==> config.mk <==
export PLATFORM = sky130hd
export DESIGN_NAME = multi_pool_buffer_allocator
export DESIGN_NICKNAME = d
export VERILOG_FILES = /design/src/rtl/mpba_pkg.sv /design/src/rtl/multi_pool_buffer_allocator.sv /design/src/rtl/mpba_ram.sv /design/src/rtl/mpba_pool.sv /design/src/rtl/mpba_csr.sv
export SDC_FILE = /design/constraint.sdc
export NUM_CORES = 1
export LEC_CHECK = 0
export ABC_AREA = 1
export BUFFER_PORTS_ARGS = -buffer_cell sky130_fd_sc_hd__buf_2
export CAP_MARGIN = 30
export CORE_UTILIZATION = 35
export DETAILED_ROUTE_END_ITERATION = 7
export SETUP_SLACK_MARGIN = 0.5
export SKIP_LAST_GASP = 1
export SLEW_MARGIN = 20
export SYNTH_ARGS = -nofsm -noshare
export SYNTH_HDL_FRONTEND = slang
export SYNTH_SLANG_ARGS = --single-unit
==> constraint.sdc <==
create_clock -name clock -period 15.9 [get_ports clock]
set_clock_uncertainty 0.05 [all_clocks]
set_input_delay 0.795 -clock clock [delete_from_list [all_inputs] [get_ports clock]]
set_output_delay 0.795 -clock clock [all_outputs]
set_load 0.01 [all_outputs]
==> src/rtl/mpba_pkg.sv <==
package mpba_pkg;

   localparam int NUM_POOLS_DEF     = 4;
   localparam int BUFS_PER_POOL_DEF = 16;

   // Field widths fixed by the register map and the request/response format
   localparam int CFG_POOLS     = 4;
   localparam int SIZE_W        = 16;
   localparam int SLOT_W        = 4;
   localparam int POOL_ID_W     = 2;
   localparam int CMD_W         = 2;
   localparam int STATUS_W      = 3;
   localparam int POOLS_FIELD_W = 3;
   localparam int COUNT_FIELD_W = 5;
   localparam int COUNTS_W      = 20;
   localparam int CSR_DATA_W    = 32;
   localparam int CSR_ADDR_W    = 5;
   localparam int REG_INDEX_W   = 3;

   localparam logic [SIZE_W-1:0] MAX_REQUEST_RESET = 16'd2048;

   typedef enum logic [CMD_W-1:0] {
      CMD_ALLOC = 2'd0,
      CMD_FREE  = 2'd1,
      CMD_QUERY = 2'd2
   } command_type;

   typedef enum logic [STATUS_W-1:0] {
      ST_OK           = 3'd0,
      ST_TOO_LARGE    = 3'd1,
      ST_NO_BUFFER    = 3'd2,
      ST_BAD_HANDLE   = 3'd3,
      ST_ALREADY_FREE = 3'd4
   } status_type;

   typedef enum logic [REG_INDEX_W-1:0] {
      REG_POOLS_IN_USE = 3'd0,
      REG_POOL0_SIZE   = 3'd1,
      REG_POOL1_SIZE   = 3'd2,
      REG_POOL2_SIZE   = 3'd3,
      REG_POOL3_SIZE   = 3'd4,
      REG_POOL_COUNTS  = 3'd5,
      REG_MAX_REQUEST  = 3'd6
   } reg_index_type;

   typedef struct packed {
      logic              pop;
      logic              push;
      logic [SLOT_W-1:0] push_slot;
   } pool_ctl_type;

   typedef struct packed {
      logic              has_free;
      logic [SLOT_W-1:0] head_slot;
   } pool_sts_type;

endpackage

==> src/rtl/multi_pool_buffer_allocator.sv <==
// Packet buffer allocator with up to NUM_POOLS size-class pools, each a FIFO
// free list of BUFS_PER_POOL slots.
// Request channel (req_*): command, request size and a handle (pool, slot).
// Allocate pops the head slot of the first set-up pool that fits and has a
// free buffer; free checks the handle and appends the slot to its pool's
// tail; query returns the pool's buffer size.
// Response channel (rsp_*): one response per request, in order.
// Config port: APB-style, one register per 4 bytes; any write to a defined
// register rebuilds every pool as full with slots in ascending order.
// Path: an accepted request passes the input register, then the result
// register, where its response is held valid. Throughput: one request per
// cycle while rsp_ready keeps the response moving; the pool select, head pop
// and tail append all finish in the execute step, and each pool's free list
// memory is read ahead at the next head position.
// Reset: no pools set up, every count zero, max_request 2048; the first
// request can be taken right after reset.
// Stall: when rsp_ready is low the response holds, one more request waits in
// the input register, and req_ready drops until the response is taken.
module multi_pool_buffer_allocator import mpba_pkg::*; #(
   parameter int NUM_POOLS     = NUM_POOLS_DEF,
   parameter int BUFS_PER_POOL = BUFS_PER_POOL_DEF
) (
   input  logic                  clock,
   input  logic                  reset,
   input  logic                  req_valid,
   output logic                  req_ready,
   input  logic [CMD_W-1:0]      req_command,
   input  logic [SIZE_W-1:0]     req_request_size,
   input  logic                  req_handle_valid,
   input  logic [POOL_ID_W-1:0]  req_target_pool,
   input  logic [SLOT_W-1:0]     req_target_slot,
   output logic                  rsp_valid,
   input  logic                  rsp_ready,
   output logic [STATUS_W-1:0]   rsp_status,
   output logic [POOL_ID_W-1:0]  rsp_grant_pool,
   output logic [SLOT_W-1:0]     rsp_grant_slot,
   output logic [SIZE_W-1:0]     rsp_buffer_size,
   input  logic                  psel,
   input  logic                  penable,
   input  logic                  pwrite,
   input  logic [CSR_ADDR_W-1:0] paddr,
   input  logic [CSR_DATA_W-1:0] pwdata,
   output logic [CSR_DATA_W-1:0] prdata,
   output logic                  pready
);

   localparam int NP_W       = $clog2(NUM_POOLS + 1);
   localparam int CNT_W      = $clog2(BUFS_PER_POOL + 1);
   localparam int SEL_W      = (NUM_POOLS > 1) ? $clog2(NUM_POOLS) : 1;
   localparam int MARK_SLOTS = (BUFS_PER_POOL < (1 << SLOT_W)) ? BUFS_PER_POOL
                                                              : (1 << SLOT_W);

   // Configuration
   logic [NP_W-1:0]                     np;
   logic [CFG_POOLS-1:0][SIZE_W-1:0]    cfg_size;
   logic [SIZE_W-1:0]                   max_request;
   logic [NUM_POOLS-1:0][CNT_W-1:0]     caps;
   logic                                rebuild;
   logic [SIZE_W-1:0]                   psize [NUM_POOLS];

   // Input register
   logic                  in_valid_ff, in_valid_in;
   logic [CMD_W-1:0]      cmd_ff;
   logic [SIZE_W-1:0]     size_ff;
   logic                  hv_ff;
   logic [POOL_ID_W-1:0]  tp_ff;
   logic [SLOT_W-1:0]     ts_ff;

   // Result register
   logic                  out_valid_ff, out_valid_in;
   status_type            status_ff;
   logic [POOL_ID_W-1:0]  gp_ff;
   logic [SLOT_W-1:0]     gs_ff;
   logic [SIZE_W-1:0]     bsz_ff;

   // Allocated marks
   logic [MARK_SLOTS-1:0] mark_ff [NUM_POOLS];
   logic [MARK_SLOTS-1:0] mark_in [NUM_POOLS];

   pool_ctl_type          ctl [NUM_POOLS];
   pool_sts_type          sts [NUM_POOLS];

   logic                  req_accept, advance;
   logic [SIZE_W-1:0]     limit;
   logic                  found;
   logic [SEL_W-1:0]      sel;
   logic [SLOT_W-1:0]     sel_slot;
   logic [SIZE_W-1:0]     sel_size;
   logic                  in_range;
   logic [CNT_W-1:0]      tgt_cap;
   logic [SIZE_W-1:0]     tgt_size;
   logic                  tgt_mark;
   logic                  handle_ok;
   logic                  alloc_go, free_go;
   status_type            status_c;
   logic [POOL_ID_W-1:0]  gp_c;
   logic [SLOT_W-1:0]     gs_c;
   logic [SIZE_W-1:0]     bsz_c;

   mpba_csr #(
      .NUM_POOLS     (NUM_POOLS),
      .BUFS_PER_POOL (BUFS_PER_POOL)
   ) u_csr (
      .clock       (clock),
      .reset       (reset),
      .psel        (psel),
      .penable     (penable),
      .pwrite      (pwrite),
      .paddr       (paddr),
      .pwdata      (pwdata),
      .prdata      (prdata),
      .pready      (pready),
      .np          (np),
      .pool_size   (cfg_size),
      .max_request (max_request),
      .caps        (caps),
      .rebuild     (rebuild)
   );

   for (genvar p = 0; p < NUM_POOLS; p++) begin : g_pool
      if (p < CFG_POOLS) begin : g_sz
         assign psize[p] = cfg_size[p];
      end else begin : g_nosz
         assign psize[p] = '0;
      end

      assign ctl[p].pop       = advance && alloc_go && (sel == SEL_W'(p));
      assign ctl[p].push      = advance && free_go && (int'(tp_ff) == p);
      assign ctl[p].push_slot = ts_ff;

      mpba_pool #(
         .BUFS_PER_POOL (BUFS_PER_POOL)
      ) u_pool (
         .clock   (clock),
         .reset   (reset),
         .rebuild (rebuild),
         .cap     (caps[p]),
         .ctl     (ctl[p]),
         .sts     (sts[p])
      );
   end

   // Handshake
   assign advance    = in_valid_ff && (!out_valid_ff || rsp_ready);
   assign req_ready  = !in_valid_ff || advance;
   assign req_accept = req_valid && req_ready;

   assign in_valid_in  = req_accept || (in_valid_ff && !advance);
   assign out_valid_in = advance || (out_valid_ff && !rsp_ready);

   always_ff @(posedge clock) begin
      if (reset) begin
         in_valid_ff  <= 1'b0;
         out_valid_ff <= 1'b0;
      end else begin
         in_valid_ff  <= in_valid_in;
         out_valid_ff <= out_valid_in;
      end
   end

   always_ff @(posedge clock) begin
      if (req_accept) begin
         cmd_ff  <= req_command;
         size_ff <= req_request_size;
         hv_ff   <= req_handle_valid;
         tp_ff   <= req_target_pool;
         ts_ff   <= req_target_slot;
      end
      if (advance) begin
         status_ff <= status_c;
         gp_ff     <= gp_c;
         gs_ff     <= gs_c;
         bsz_ff    <= bsz_c;
      end
   end

   // Execute
   always_comb begin
      limit = max_request;
      for (int p = 0; p < NUM_POOLS; p++) begin
         if (p < int'(np) && psize[p] > limit) begin
            limit = psize[p];
         end
      end

      // first fit in ascending pool order
      found    = 1'b0;
      sel      = '0;
      sel_slot = '0;
      sel_size = '0;
      for (int p = 0; p < NUM_POOLS; p++) begin
         if (!found && p < int'(np) && size_ff <= psize[p] && sts[p].has_free) begin
            found    = 1'b1;
            sel      = SEL_W'(p);
            sel_slot = sts[p].head_slot;
            sel_size = psize[p];
         end
      end

      in_range = 1'b0;
      tgt_cap  = '0;
      tgt_size = '0;
      tgt_mark = 1'b0;
      for (int p = 0; p < NUM_POOLS; p++) begin
         if (int'(tp_ff) == p) begin
            in_range = (p < int'(np));
            tgt_cap  = caps[p];
            tgt_size = psize[p];
            for (int s = 0; s < MARK_SLOTS; s++) begin
               if (int'(ts_ff) == s) begin
                  tgt_mark = mark_ff[p][s];
               end
            end
         end
      end
      handle_ok = hv_ff && in_range && (int'(ts_ff) < int'(tgt_cap));

      status_c = ST_OK;
      gp_c     = '0;
      gs_c     = '0;
      bsz_c    = '0;
      alloc_go = 1'b0;
      free_go  = 1'b0;
      case (cmd_ff)
         CMD_ALLOC: begin
            if (size_ff > limit) begin
               status_c = ST_TOO_LARGE;
            end else if (!found) begin
               status_c = ST_NO_BUFFER;
            end else begin
               alloc_go = 1'b1;
               gp_c     = POOL_ID_W'(sel);
               gs_c     = sel_slot;
               bsz_c    = sel_size;
            end
         end
         CMD_FREE: begin
            if (!handle_ok) begin
               status_c = ST_BAD_HANDLE;
            end else if (!tgt_mark) begin
               status_c = ST_ALREADY_FREE;
            end else begin
               free_go = 1'b1;
            end
         end
         CMD_QUERY: begin
            if (!hv_ff) begin
               status_c = ST_OK;
            end else if (!handle_ok) begin
               status_c = ST_BAD_HANDLE;
            end else begin
               bsz_c = tgt_size;
            end
         end
         default: begin
            status_c = ST_OK;
         end
      endcase
   end

   // Set the mark of a granted slot, drop it on a good free
   always_comb begin
      for (int p = 0; p < NUM_POOLS; p++) begin
         mark_in[p] = mark_ff[p];
         for (int s = 0; s < MARK_SLOTS; s++) begin
            if (advance && alloc_go && int'(sel) == p && int'(sel_slot) == s) begin
               mark_in[p][s] = 1'b1;
            end
            if (advance && free_go && int'(tp_ff) == p && int'(ts_ff) == s) begin
               mark_in[p][s] = 1'b0;
            end
         end
      end
   end

   always_ff @(posedge clock) begin
      for (int p = 0; p < NUM_POOLS; p++) begin
         if (reset || rebuild) begin
            mark_ff[p] <= '0;
         end else begin
            mark_ff[p] <= mark_in[p];
         end
      end
   end

   assign rsp_valid       = out_valid_ff;
   assign rsp_status      = status_ff;
   assign rsp_grant_pool  = gp_ff;
   assign rsp_grant_slot  = gs_ff;
   assign rsp_buffer_size = bsz_ff;

endmodule

==> src/rtl/mpba_ram.sv <==
module mpba_ram import mpba_pkg::*; #(
   parameter int WIDTH = SLOT_W,
   parameter int DEPTH = BUFS_PER_POOL_DEF,
   localparam int AW = (DEPTH > 1) ? $clog2(DEPTH) : 1
) (
   input  logic             clock,
   input  logic             we,
   input  logic [AW-1:0]    waddr,
   input  logic [WIDTH-1:0] wdata,
   input  logic [AW-1:0]    raddr,
   output logic [WIDTH-1:0] rdata
);

   logic [WIDTH-1:0] mem_ff [DEPTH];
   logic [WIDTH-1:0] rdata_ff;

   always_ff @(posedge clock) begin
      if (we) begin
         mem_ff[waddr] <= wdata;
      end
      rdata_ff <= mem_ff[raddr];
   end

   assign rdata = rdata_ff;

endmodule

==> src/rtl/mpba_pool.sv <==
module mpba_pool import mpba_pkg::*; #(
   parameter int BUFS_PER_POOL = BUFS_PER_POOL_DEF,
   localparam int PTR_W = (BUFS_PER_POOL > 1) ? $clog2(BUFS_PER_POOL) : 1,
   localparam int CNT_W = $clog2(BUFS_PER_POOL + 1)
) (
   input  logic             clock,
   input  logic             reset,
   input  logic             rebuild,
   input  logic [CNT_W-1:0] cap,
   input  pool_ctl_type     ctl,
   output pool_sts_type     sts
);

   localparam logic [PTR_W-1:0] LAST_PTR  = PTR_W'(BUFS_PER_POOL - 1);
   localparam logic [CNT_W:0]   DEPTH_EXT = (CNT_W + 1)'(BUFS_PER_POOL);
   localparam logic [CNT_W-1:0] DEPTH_CNT = CNT_W'(BUFS_PER_POOL);

   logic [PTR_W-1:0]  head_ff, head_in;
   logic [CNT_W-1:0]  count_ff, count_in;
   logic [CNT_W-1:0]  wcount_ff, wcount_in;
   logic              fwd_valid_ff, fwd_valid_in;
   logic [SLOT_W-1:0] fwd_slot_ff;

   logic [CNT_W:0]    tail_sum, lag_sum, lag;
   logic [PTR_W-1:0]  tail;
   logic              written, we;
   logic [SLOT_W-1:0] rdata;

   // Ring position of the next free entry to append
   assign tail_sum = (CNT_W + 1)'(head_ff) + (CNT_W + 1)'(count_ff);
   assign tail     = (tail_sum >= DEPTH_EXT) ? PTR_W'(tail_sum - DEPTH_EXT) : PTR_W'(tail_sum);

   // Appends since rebuild fill the ring contiguously from position cap;
   // an entry outside that run still holds its own position as slot index.
   assign lag_sum = (CNT_W + 1)'(head_ff) + DEPTH_EXT - (CNT_W + 1)'(cap);
   assign lag     = (lag_sum >= DEPTH_EXT) ? lag_sum - DEPTH_EXT : lag_sum;
   assign written = lag < (CNT_W + 1)'(wcount_ff);

   assign we = ctl.push && !rebuild;

   always_comb begin
      head_in   = head_ff;
      count_in  = count_ff;
      wcount_in = wcount_ff;
      if (rebuild) begin
         head_in   = '0;
         count_in  = cap;
         wcount_in = '0;
      end else if (ctl.pop) begin
         head_in  = (head_ff == LAST_PTR) ? '0 : head_ff + PTR_W'(1);
         count_in = count_ff - CNT_W'(1);
      end else if (ctl.push) begin
         count_in = count_ff + CNT_W'(1);
         if (wcount_ff != DEPTH_CNT) begin
            wcount_in = wcount_ff + CNT_W'(1);
         end
      end
   end

   // Bypass an append that lands on the entry being read this cycle
   assign fwd_valid_in = we && (tail == head_in);

   always_ff @(posedge clock) begin
      if (reset) begin
         head_ff      <= '0;
         count_ff     <= '0;
         wcount_ff    <= '0;
         fwd_valid_ff <= 1'b0;
      end else begin
         head_ff      <= head_in;
         count_ff     <= count_in;
         wcount_ff    <= wcount_in;
         fwd_valid_ff <= fwd_valid_in;
      end
   end

   always_ff @(posedge clock) begin
      fwd_slot_ff <= ctl.push_slot;
   end

   mpba_ram #(
      .WIDTH (SLOT_W),
      .DEPTH (BUFS_PER_POOL)
   ) u_ram (
      .clock (clock),
      .we    (we),
      .waddr (tail),
      .wdata (ctl.push_slot),
      .raddr (head_in),
      .rdata (rdata)
   );

   assign sts.has_free  = (count_ff != '0);
   assign sts.head_slot = !written     ? SLOT_W'(head_ff) :
                          fwd_valid_ff ? fwd_slot_ff      : rdata;

endmodule

==> src/rtl/mpba_csr.sv <==
module mpba_csr import mpba_pkg::*; #(
   parameter int NUM_POOLS     = NUM_POOLS_DEF,
   parameter int BUFS_PER_POOL = BUFS_PER_POOL_DEF,
   localparam int NP_W  = $clog2(NUM_POOLS + 1),
   localparam int CNT_W = $clog2(BUFS_PER_POOL + 1)
) (
   input  logic                                 clock,
   input  logic                                 reset,
   input  logic                                 psel,
   input  logic                                 penable,
   input  logic                                 pwrite,
   input  logic [CSR_ADDR_W-1:0]                paddr,
   input  logic [CSR_DATA_W-1:0]                pwdata,
   output logic [CSR_DATA_W-1:0]                prdata,
   output logic                                 pready,
   output logic [NP_W-1:0]                      np,
   output logic [CFG_POOLS-1:0][SIZE_W-1:0]     pool_size,
   output logic [SIZE_W-1:0]                    max_request,
   output logic [NUM_POOLS-1:0][CNT_W-1:0]      caps,
   output logic                                 rebuild
);

   logic [POOLS_FIELD_W-1:0]            pools_ff, pools_in;
   logic [CFG_POOLS-1:0][SIZE_W-1:0]    size_ff, size_in;
   logic [COUNTS_W-1:0]                 counts_ff, counts_in;
   logic [SIZE_W-1:0]                   max_ff, max_in;
   logic                                rebuild_ff, rebuild_in;
   logic                                wr;
   logic [REG_INDEX_W-1:0]              idx;

   assign pready = 1'b1;
   assign wr     = psel && penable && pwrite;
   assign idx    = paddr[CSR_ADDR_W-1:2];

   always_comb begin
      pools_in   = pools_ff;
      size_in    = size_ff;
      counts_in  = counts_ff;
      max_in     = max_ff;
      rebuild_in = 1'b0;
      if (wr) begin
         rebuild_in = 1'b1;
         case (idx)
            REG_POOLS_IN_USE: pools_in   = pwdata[POOLS_FIELD_W-1:0];
            REG_POOL0_SIZE:   size_in[0] = pwdata[SIZE_W-1:0];
            REG_POOL1_SIZE:   size_in[1] = pwdata[SIZE_W-1:0];
            REG_POOL2_SIZE:   size_in[2] = pwdata[SIZE_W-1:0];
            REG_POOL3_SIZE:   size_in[3] = pwdata[SIZE_W-1:0];
            REG_POOL_COUNTS:  counts_in  = pwdata[COUNTS_W-1:0];
            REG_MAX_REQUEST:  max_in     = pwdata[SIZE_W-1:0];
            default:          rebuild_in = 1'b0;
         endcase
      end
   end

   always_ff @(posedge clock) begin
      if (reset) begin
         pools_ff   <= '0;
         size_ff    <= '0;
         counts_ff  <= '0;
         max_ff     <= MAX_REQUEST_RESET;
         rebuild_ff <= 1'b0;
      end else begin
         pools_ff   <= pools_in;
         size_ff    <= size_in;
         counts_ff  <= counts_in;
         max_ff     <= max_in;
         rebuild_ff <= rebuild_in;
      end
   end

   always_comb begin
      case (idx)
         REG_POOLS_IN_USE: prdata = CSR_DATA_W'(pools_ff);
         REG_POOL0_SIZE:   prdata = CSR_DATA_W'(size_ff[0]);
         REG_POOL1_SIZE:   prdata = CSR_DATA_W'(size_ff[1]);
         REG_POOL2_SIZE:   prdata = CSR_DATA_W'(size_ff[2]);
         REG_POOL3_SIZE:   prdata = CSR_DATA_W'(size_ff[3]);
         REG_POOL_COUNTS:  prdata = CSR_DATA_W'(counts_ff);
         REG_MAX_REQUEST:  prdata = CSR_DATA_W'(max_ff);
         default:          prdata = '0;
      endcase
   end

   assign np = (int'(pools_ff) > NUM_POOLS) ? NP_W'(NUM_POOLS) : NP_W'(pools_ff);

   for (genvar p = 0; p < NUM_POOLS; p++) begin : g_cap
      if (p < CFG_POOLS) begin : g_cfg
         logic [COUNT_FIELD_W-1:0] field;
         assign field   = counts_ff[COUNT_FIELD_W*p +: COUNT_FIELD_W];
         // clamp to the pool's storage
         assign caps[p] = (int'(field) > BUFS_PER_POOL) ? CNT_W'(BUFS_PER_POOL)
                                                        : CNT_W'(field);
      end else begin : g_none
         assign caps[p] = '0;
      end
   end

   assign pool_size   = size_ff;
   assign max_request = max_ff;
   assign rebuild     = rebuild_ff;

endmodule
==> results of run 1 <==
-- cells in the final DEF (no fill, tap or decap), drive strengths merged, types with 2 or more instances in the layout --
cell type    n
nand2      495
o21ai      449
inv        430
nor2       397
a21oi      335
edfxtp     306
dfxtp      250
ha         215
nand3      182
buf        148
clkbuf      80
o211ai      75
o22ai       53
a221oi      44
nor3        42
xor2        37
clkinv      36
o221ai      33
nand4       23
o21bai      21
xnor2       14
conb        13
fa          12
a211oi      11
o2111ai      8
o21a         8
a31oi        5
a21o         4
bufinv       4
or2          3
nor4         3
a22o         2
a211o        2
a2111oi      2
and3         2
-- layout make-up --
class                   count  area (sq um)
well taps                1155          1450
flip-flops and latches    556         14200
repair buffers            148           996
fillers                  8668         52400
multi-input cells        2498         14300
clock buffers              80          1630
inverters                 437          1640
clock inverters            34           302
-- stage by stage --
stage	std cells	hold WS [ns]	setup WS, ns
after global routing	4908	0.252	1.70
after CTS	4903	0.242	2.55
after floorplan	3645	0.393	6.51
final	4908	0.262	2.75
after detailed placement	4789	0.418	2.65
after global placement	4784	0.406	2.40
-- cells in the mapped netlist (12+ instances only) --
cell,number,area [sq um]
sky130_fd_sc_hd__clkbuf_1,119,447
sky130_fd_sc_hd__nand4_1,22,138
sky130_fd_sc_hd__a221oi_1,44,385
sky130_fd_sc_hd__dfxtp_1,250,5000
sky130_fd_sc_hd__o21ai_0,433,2170
sky130_fd_sc_hd__o211ai_1,75,563
sky130_fd_sc_hd__nor2_1,381,1430
sky130_fd_sc_hd__o22ai_1,53,332
sky130_fd_sc_hd__nand3_1,173,866
sky130_fd_sc_hd__o21ai_1,16,80.1
sky130_fd_sc_hd__nor3_1,42,210
sky130_fd_sc_hd__xor2_1,37,324
sky130_fd_sc_hd__fa_1,12,240
sky130_fd_sc_hd__ha_1,215,2690
sky130_fd_sc_hd__o221ai_1,33,289
sky130_fd_sc_hd__o21bai_1,21,158
sky130_fd_sc_hd__a21oi_1,335,1680
sky130_fd_sc_hd__buf_4,16,120
sky130_fd_sc_hd__nand2_1,492,1850
sky130_fd_sc_hd__buf_1,14,52.6
sky130_fd_sc_hd__edfxtp_1,306,9190
sky130_fd_sc_hd__xnor2_1,14,123
sky130_fd_sc_hd__inv_1,416,1560
-- kinds of logic after synthesis --
kind of cell | synth area share [%]
fa+ha+maj | 9.54
simple gates | 15.6
compound gates | 19.7
other cells | 0.0245
flops | 46.2
xor+xnor | 1.45
buf+inv | 7.44
-- critical path: cells and delay by family (launching register included) --
family / cells / cell delay (ns)
XOR/XNOR: 1 / 0.27
adder cells (fa/ha/maj): 5 / 1.61
buffers and inverters: 11 / 2.30
AO/OA/AOI/OAI: 23 / 4.51
flip-flops: 1 / 0.33
AND/OR/NAND/NOR: 24 / 4.02
-- power by group --
part / total, mW / switching [mW] / internal, mW
Combinational: 0.212 / 0.148 / 0.0641
Clock: 1.39 / 0.605 / 0.787
Sequential: 1.55 / 0.0185 / 1.53
-- registers in the layout, indices dropped and copies added, names as in the netlist, 3 cells and up --
| name | flops |
|---|---|
| g_pool.u_pool.u_ram.rdata | 16 |
| g_pool.u_pool.head_ff | 16 |
| g_pool.u_pool.fwd_slot_ff | 4 |
| rsp_grant_slot | 4 |
| u_csr.pool_size | 64 |
| rsp_buffer_size | 16 |
| g_pool.u_pool.count_ff | 20 |
| g_pool.u_pool.wcount_ff | 20 |
| size_ff | 16 |
| mark_ff | 64 |
| rsp_status | 3 |
| u_csr.pools_ff | 3 |
| ts_ff | 4 |
| g_pool.u_pool.u_ram.mem_ff | 256 |
| u_csr.counts_ff | 20 |
| g_pool.u_pool.fwd_valid_ff | 4 |
| u_csr.max_request | 16 |
-- final timing paths --
check | startpoint | endpoint | slack [ns] | depth (start not counted)
hold reg to reg | mark_ff[1][13] | mark_ff[1][13] | 0.43 | 2
setup / recovery | u_csr.max_request[1] | g_pool[0].u_pool.fwd_valid_ff | 2.75 | 64
setup reg to reg | u_csr.max_request[1] | g_pool[0].u_pool.fwd_valid_ff | 2.75 | 64
hold / removal | req_handle_valid | hv_ff | 0.26 | 1
-- routing by layer --
metal / vias to the layer above / track usage [%] / routed length (microns) / part of all wire (%)
li1: 12800 / - / - / -
met1: 12400 / 29.4 / 42400 / 45
met2: 917 / 32.9 / 42500 / 45
met3: 180 / 2.77 / 6920 / 7.3
met4: 0 / 7.59 / 3200 / 3.4
met5: - / 0 / 0 / 0
==> results, run 1 <==
- The total iterations of the first detailed-routing run is 6.
- The most used flip-flop cell after synthesis is sky130_fd_sc_hd__edfxtp_1.
- Once the floorplan was initialized, standard cells occupied 35.3% of the core.
- In this run the static leakage power is 13.8 nW.
- In the global route stage, overall resource usage came out at between 20% and 30%.
- The number of antenna diodes is 0.
- The number of input and output port buffers inserted is approximately 100.
- Global routing finished with a remaining overflow of 0.
- The placeable core region is 0.0869 sq mm.
- The post-layout minimum cycle time is ~13 ns.
- The maximum vdd drop is 0.0000835 V.
- The floorplan has 108 rows.
- The first routing iteration left about 2400 violations.
- After synthesis, flip-flops and latches occupy 46.2% of the total area.
- The clock net in this run drives a total of ~560 sinks.
- In this run the count of I/O pins placed on the die edge is about 130.
- The average instance in the mapped netlist occupies 8.45 sq um.
- Of all nets on the critical path, the largest fanout is 32.
- The clock buffer count from CTS is 60.
- The first global-routing pass estimated around 150000 microns of wire.
- In this design, the stage delay of the slowest critical-path cell is 0.47 ns.
- Counting stages on the worst path, the most repeated cell is sky130_fd_sc_hd__o21ai_0.
- The final clock period utilization by the worst path is between 80 and 90%.
- From left edge to right edge, the die measures ~300 microns.
- The die covers 0.0889 sq mm.
- The number of buffers inserted by hold repair at cts is 0.
- The die is 298 microns tall.
- Counting flops with an async set or reset pin after synthesis yields a share of 0%.
- The path class of the tightest hold or removal check is input pin to register.
- After the last flow step, the layout net total stands at 3997.
- Once detail routing completed, the nets flagged for antenna violations numbered 0.
- After detailed placement, the total cell area comes to between 0.03 and 0.04 sq mm.
- Wires add up to roughly 95000 microns.
- In this run the tightest slew margin relative to its limit is 38.2%.
- The arrival time of data at the critical path endpoint is 13.67 ns.
- The pin count of the biggest net entering global routing is 81.
- Of the cells placed in the final design, the portion with a size suffix greater than 1 is 7.57%.
- Setup repair after global routing left no endpoint under its margin.
- The final route contains 26300 vias.
- The last weighted congestion value of the routability-driven placer is 0.950.
- The maximum clock rate is between 70 and 80 MHz.
- The flow ran to the end, and the final reports show no timing, DRC or antenna violations.
- The number of hold violations in the final report is 0.
- The area of all placed cells without fillers is 0.0345 sq mm.
- Counting every instance in the synthesized netlist gives 3634.
- The clock insertion delay at the later pin of the skew report is approximately 0.67 ns.
- CTS built an H-tree with a depth of 2.
- The mapped netlist covers 0.0307 sq mm.
- Setup total negative slack on the finished layout was measured at 0 ns.
- The worst setup path is launched from a register.
- Max-cap violations in this run came to 0.
- The deepest clock path buffer count is 3.
- Once the clock tree was built, the resizer swapped 0 gates to a different size.
- The number of different library cells used by synthesis comes to 52.
- After synthesis the netlist holds a flip-flop and latch count of roughly 560.
- The TritonCTS clock tree is yes.
- The number of antenna violations at the first check in global routing is 1.
- The tree is rooted in a sky130_fd_sc_hd__clkbuf_16.
- The area growth from synthesis to layout is 12.3%.
- The via count of the first global-routing pass is 24300.
- The required time at the worst-slack endpoint is approximately 16 ns.
- The number of pins with negative max-slew slack in the final report is 0.
- The number of warning messages in the yosys log is 0.
- For the pin with the worst max-slew slack, the measured transition is 0.927 ns.
- The worst setup path is of the register to register kind.
- Setup violations remaining at the end of the flow were counted as 0.
- The number of enable-type register cells in the synthesized netlist is 306.
- The category of the worst setup path capture point is a register.
- For this design, the slowest cell found on the critical path is sky130_fd_sc_hd__nand3_1.
- Cells fill 39.7% of the core in the end.
- For this design the ratio of total power to cell area is 91.3 mW/mm^2.
- The number of setup buffers added after CTS is 0.
- Detailed placement finished with a half-perimeter wire length of 67900 microns.
- In the routed design, unresolved DRC markers number 0.
- The routed length per instance is 19.4 microns.
- The design draws around 3.2 mW.
- The via density per instance is 5.36.
- The clock-pin slew of the registers on the worst-case setup and hold paths is 0.06 ns.
(Power assumes the default switching activity.)
==> run 2: changes to the inputs <==
- clock period: 15.9 -> 11.36 ns (I/O delays scaled with it)
==> run 2 against run 1 <==
Non-clock buffer count rose by 78. Worst setup slack got worse by 1.9 ns. Combinational power rose by 46%. Critical path depth rose by 3. Wire length rose by 0.42%. First-iteration DRC count rose by 6.1%. Cell area rose by 2.6%. Core utilization rose by 1.0 points. Sequential share of layout area fell by 1.1 points. Count of clock-buffer cells in the layout rose by 11. Hold slack got worse by 0.21 ns. Fmax rose by 25%. Critical endpoint is now g_pool[1].u_pool.count_ff[4].
==> results, run 2 (synthesized netlist as in run 1, its figures left out) <==
- The overall fraction of global-route tracks in use is 20.8% (was 21.0%).
- Outcome: finished clean (unchanged).
- The pin count of the biggest net entering global routing came to 73 (was 81).
- The deepest clock path buffer count came to 3 (unchanged).
- The reported max-cap violation count is 0 (unchanged).
- The final clock period utilization by the worst path was 92.3% (was 82.7%).
- The clock-pin slew of the registers on the worst-case setup and hold paths was 0.06 ns (about the same).
- The placeable core region was 0.0869 sq mm (unchanged).
- The number of hold violations in the final report is 0 (unchanged).
- The flip-flop count of the largest register after layout is 256 (unchanged).
- The post-placement setup slack is 0.588 ns (was 2.65 ns).
- The multi-input logic area is 0.0145 sq mm (was 0.0143 sq mm).
- The estimated wirelength of the detail-placed design is 68900 microns (was 67900 microns).
- The required time at the worst-slack endpoint is 11.83 ns (was 16.42 ns).
- The last weighted congestion value of the routability-driven placer is 0.953 (was 0.950).
- The remaining routing DRC violations came to 0 (unchanged).
- The most flop-heavy register is g_pool.u_pool.u_ram.mem_ff (unchanged).
- The power share of the combinational group came to 7.0% (was 6.7%).
- The kind of path behind the tightest hold check is input pin to register (unchanged).
- The total number of vias is 26700 (was 26300).
- The commonest non-fill, non-tap cell in the layout is sky130_fd_sc_hd__nand2_1 (unchanged).
- The final-layout fill cell count is 8675 (was 8668).
- The portion of total power attributed to the clock network is 43.8% (was 44.2%).
- The total iterations of the first detailed-routing run is 6 (unchanged).
- Most used cells in the layout excluding fill and tap cells: sky130_fd_sc_hd__nand2_1 (491), sky130_fd_sc_hd__inv_1 (412), sky130_fd_sc_hd__o21ai_0 (406) (was sky130_fd_sc_hd__nand2_1 (492), sky130_fd_sc_hd__o21ai_0 (433), sky130_fd_sc_hd__inv_1 (415)).
- The clock root buffer is sky130_fd_sc_hd__clkbuf_16 (unchanged).
- The number of input and output port buffers inserted came to 101 (unchanged).
- The setup violation total in the final timing report is 0 (unchanged).
- The worst stage delay on the critical path is 0.36 ns (was 0.47 ns).
- The final setup TNS came to 0 ns (unchanged).
- The post-layout instance count excluding filler cells was 4990 (was 4908).
- The count of nets after finishing was 4077 (was 3997).
- The post-detailed-routing wire length is 95500 microns (was 95100 microns).
- The placed cell count was 4855 (was 4789).
- The internal cell power was 3.33 mW (was 2.38 mW).
- The least setup slack across all paths after layout was 0.871 ns (was 2.75 ns).
- The clock insertion delay at the later pin of the skew report was 0.65 ns (was 0.67 ns).
- The worst reg-to-reg setup slack came to 0.87 ns (was 2.75 ns).
- The area occupied by registers is 0.0142 sq mm (unchanged).
- Setup repair after global routing missed its margin: true (was false).
- The die span in y is 298 microns (unchanged).
- The share of cells above drive strength 1 is 10.4% (was 7.57%).
- The total power per unit cell area came to 124 mW/mm^2 (was 91.3 mW/mm^2).
- The number of cells on the worst reg-to-reg path is 67 (was 64).
- The worst flop-to-flop path startpoint is u_csr.max_request[1] (unchanged).
- The critical path endpoint was g_pool[1].u_pool.count_ff[4] (was g_pool[0].u_pool.fwd_valid_ff).
- The slowest stage cell on the critical path is sky130_fd_sc_hd__fa_1 (was sky130_fd_sc_hd__nand3_1).
- The global-route wire length before repair is 144000 microns (was 145000 microns).
- The start-to-end type of the worst setup path is register to register (unchanged).
- The pin slew with the least headroom to its limit is 0.993 ns (was 0.927 ns).
- The number of nets with antenna violations after routing is 0 (unchanged).
- The maximum vdd drop is 0.000135 V (was 0.0000835 V).
- The total placed instance area is 0.0330 sq mm (was 0.0325 sq mm).
- The via count of the first global-routing pass was 24300 (about the same).
- The number of buffers inserted by hold repair at cts is 0 (unchanged).
- The number of antenna violations at the first check in global routing is 1 (unchanged).
- The arrival time of data at the critical path endpoint is 10.96 ns (was 13.67 ns).
- The critical path launch point was u_csr.max_request[1] (unchanged).
- The die outline width is 298 microns (unchanged).
- The initial cell density of the core is 35.3% (unchanged).
- The terminus of the critical flop-to-flop path is g_pool[1].u_pool.count_ff[4] (was g_pool[0].u_pool.fwd_valid_ff).
- The full die area was 0.0889 sq mm (unchanged).
- The headroom to the max-slew limit came to 33.7% (was 38.2%).
- The via density per instance is 5.34 (was 5.36).
- The routed length per instance came to 19.1 microns (was 19.4 microns).
- The maximum clock rate came to 95.3 MHz (was 76.1 MHz).
- The category of the worst setup path capture point is a register (unchanged).
- The post-layout minimum cycle time is 10.49 ns (was 13.15 ns).
- The H-tree level count is 2 (unchanged).
- The number of DRC violations after detailed-routing iteration 0 is 2568 (was 2421).
- The total congestion overflow is 0 (unchanged).
- The switching share of power is 24.3% (was 24.5%).
- The leakage power figure was 14.3 nW (was 13.8 nW).
- The TritonCTS clock tree is yes (unchanged).
- The area growth from synthesis to layout is 15.3% (was 12.3%).
- The boundary pin count is 129 (unchanged).
- The reported net switching power was 1.07 mW (was 0.772 mW).
- The clock buffer count from CTS came to 61 (was 60).
- The area of all placed cells without fillers is 0.0354 sq mm (was 0.0345 sq mm).
- The count of standard-cell rows is 108 (unchanged).
- The launching element type of the critical path is a register (unchanged).
- The number of clock sinks seen by CTS is 556 (unchanged).
- The dominant cell type by count on the critical path was sky130_fd_sc_hd__nand2_1 (was sky130_fd_sc_hd__o21ai_0).
- The biggest fanout along the worst timing path is 17 (was 32).
- The sequential share of power is 49.1% (about the same).
- The number of pins with negative max-slew slack in the final report was 0 (unchanged).
==> run 2: changes by cell type in the layout (fill, tap and decap cells not counted), moves of 4 or more <==
cell / change
sky130_fd_sc_hd__buf_4: +63
sky130_fd_sc_hd__o21ai_0: -27
sky130_fd_sc_hd__o21ai_1: +21
sky130_fd_sc_hd__buf_12: +11
sky130_fd_sc_hd__nor3_1: -7
sky130_fd_sc_hd__nor3_2: +7
sky130_fd_sc_hd__clkbuf_16: +6
sky130_fd_sc_hd__clkinv_2: -6
sky130_fd_sc_hd__clkinvlp_4: +6
sky130_fd_sc_hd__o21ai_2: +6
sky130_fd_sc_hd__buf_6: +5
sky130_fd_sc_hd__clkbuf_1: +5
sky130_fd_sc_hd__buf_8: -4
==> run 2: metal layers <==
layer  vias to the layer above  global-route usage, %  part of all wire [%]
met1                     12600                   29.0                    45
met5                         -                      0                0.0094
li1                      13000                      -                     -
met3                       196                   3.50                   7.6
met2                       933                   32.8                    44
met4                         2                   6.58                   3.1
==> run 2: through the flow <==
step / util [%] / hold slack [ns] / power [mW]
final: 40.7 / 0.0484 / 4.41
after global routing: 40.7 / 0.0244 / 4.56
after CTS: 40.3 / 0.0151 / 4.43
after detailed placement: 38.0 / 0.406 / 2.50
after global placement: 38.0 / 0.403 / 2.49
after floorplan: - / 0.393 / 2.38
==> run 2: worst min path at each step <==
stage | end | slack, ns | cells after the start | start
detailed placement | rsp_valid | 0.41 | 2 | in_valid_ff
global route | size_ff[6] | 0.02 | 1 | req_request_size[6]
floorplan | rsp_valid | 0.39 | 2 | in_valid_ff
finish | size_ff[6] | 0.05 | 1 | req_request_size[6]
CTS | size_ff[3] | 0.02 | 1 | req_request_size[3]
global placement | mark_ff[3][11] | 0.40 | 2 | mark_ff[3][11]
==> run 2: area by class of cell <==
cell class                 count  share of cell area [%]
clock buffer                  91                    5.01
antenna                        1                 0.00707
tap                         1155                    4.08
clock inverter                25                   0.481
multi-input combinational   2499                    40.9
sequential                   556                    40.1
timing repair buffer         226                    4.80
inverter                     437                    4.64
==> run 2: critical path: cells and delay by family, from the launching register on <==
family	cells	cell delay, ns
AND/OR/NAND/NOR	24	2.73
adder cells (fa/ha/maj)	6	1.97
flip-flops	1	0.33
XOR/XNOR	2	0.35
buffers and inverters	13	1.71
AO/OA/AOI/OAI	22	3.21
==> run 2: what timing repair did <==
item / 4_1_cts / 5_1_grt
pin swaps: 0 / 21
setup buffers: 0 / 10
gates resized for setup: 2 / 71
endpoints found under the setup margin: 4 / 88
endpoints found under the hold margin: 0 / 0
cloned: 0 / 4
==> run 2: power by group through the flow <==
| stage | clock (mW) | combinational [mW] | sequential (mW) |
|---|---|---|---|
| floorplan | 0 | 0.177 | 2.20 |
| global placement | 0 | 0.287 | 2.21 |
| detailed placement | 0 | 0.293 | 2.21 |
| CTS | 1.97 | 0.295 | 2.16 |
| global route | 2.05 | 0.341 | 2.16 |
| finish | 1.93 | 0.309 | 2.16 |
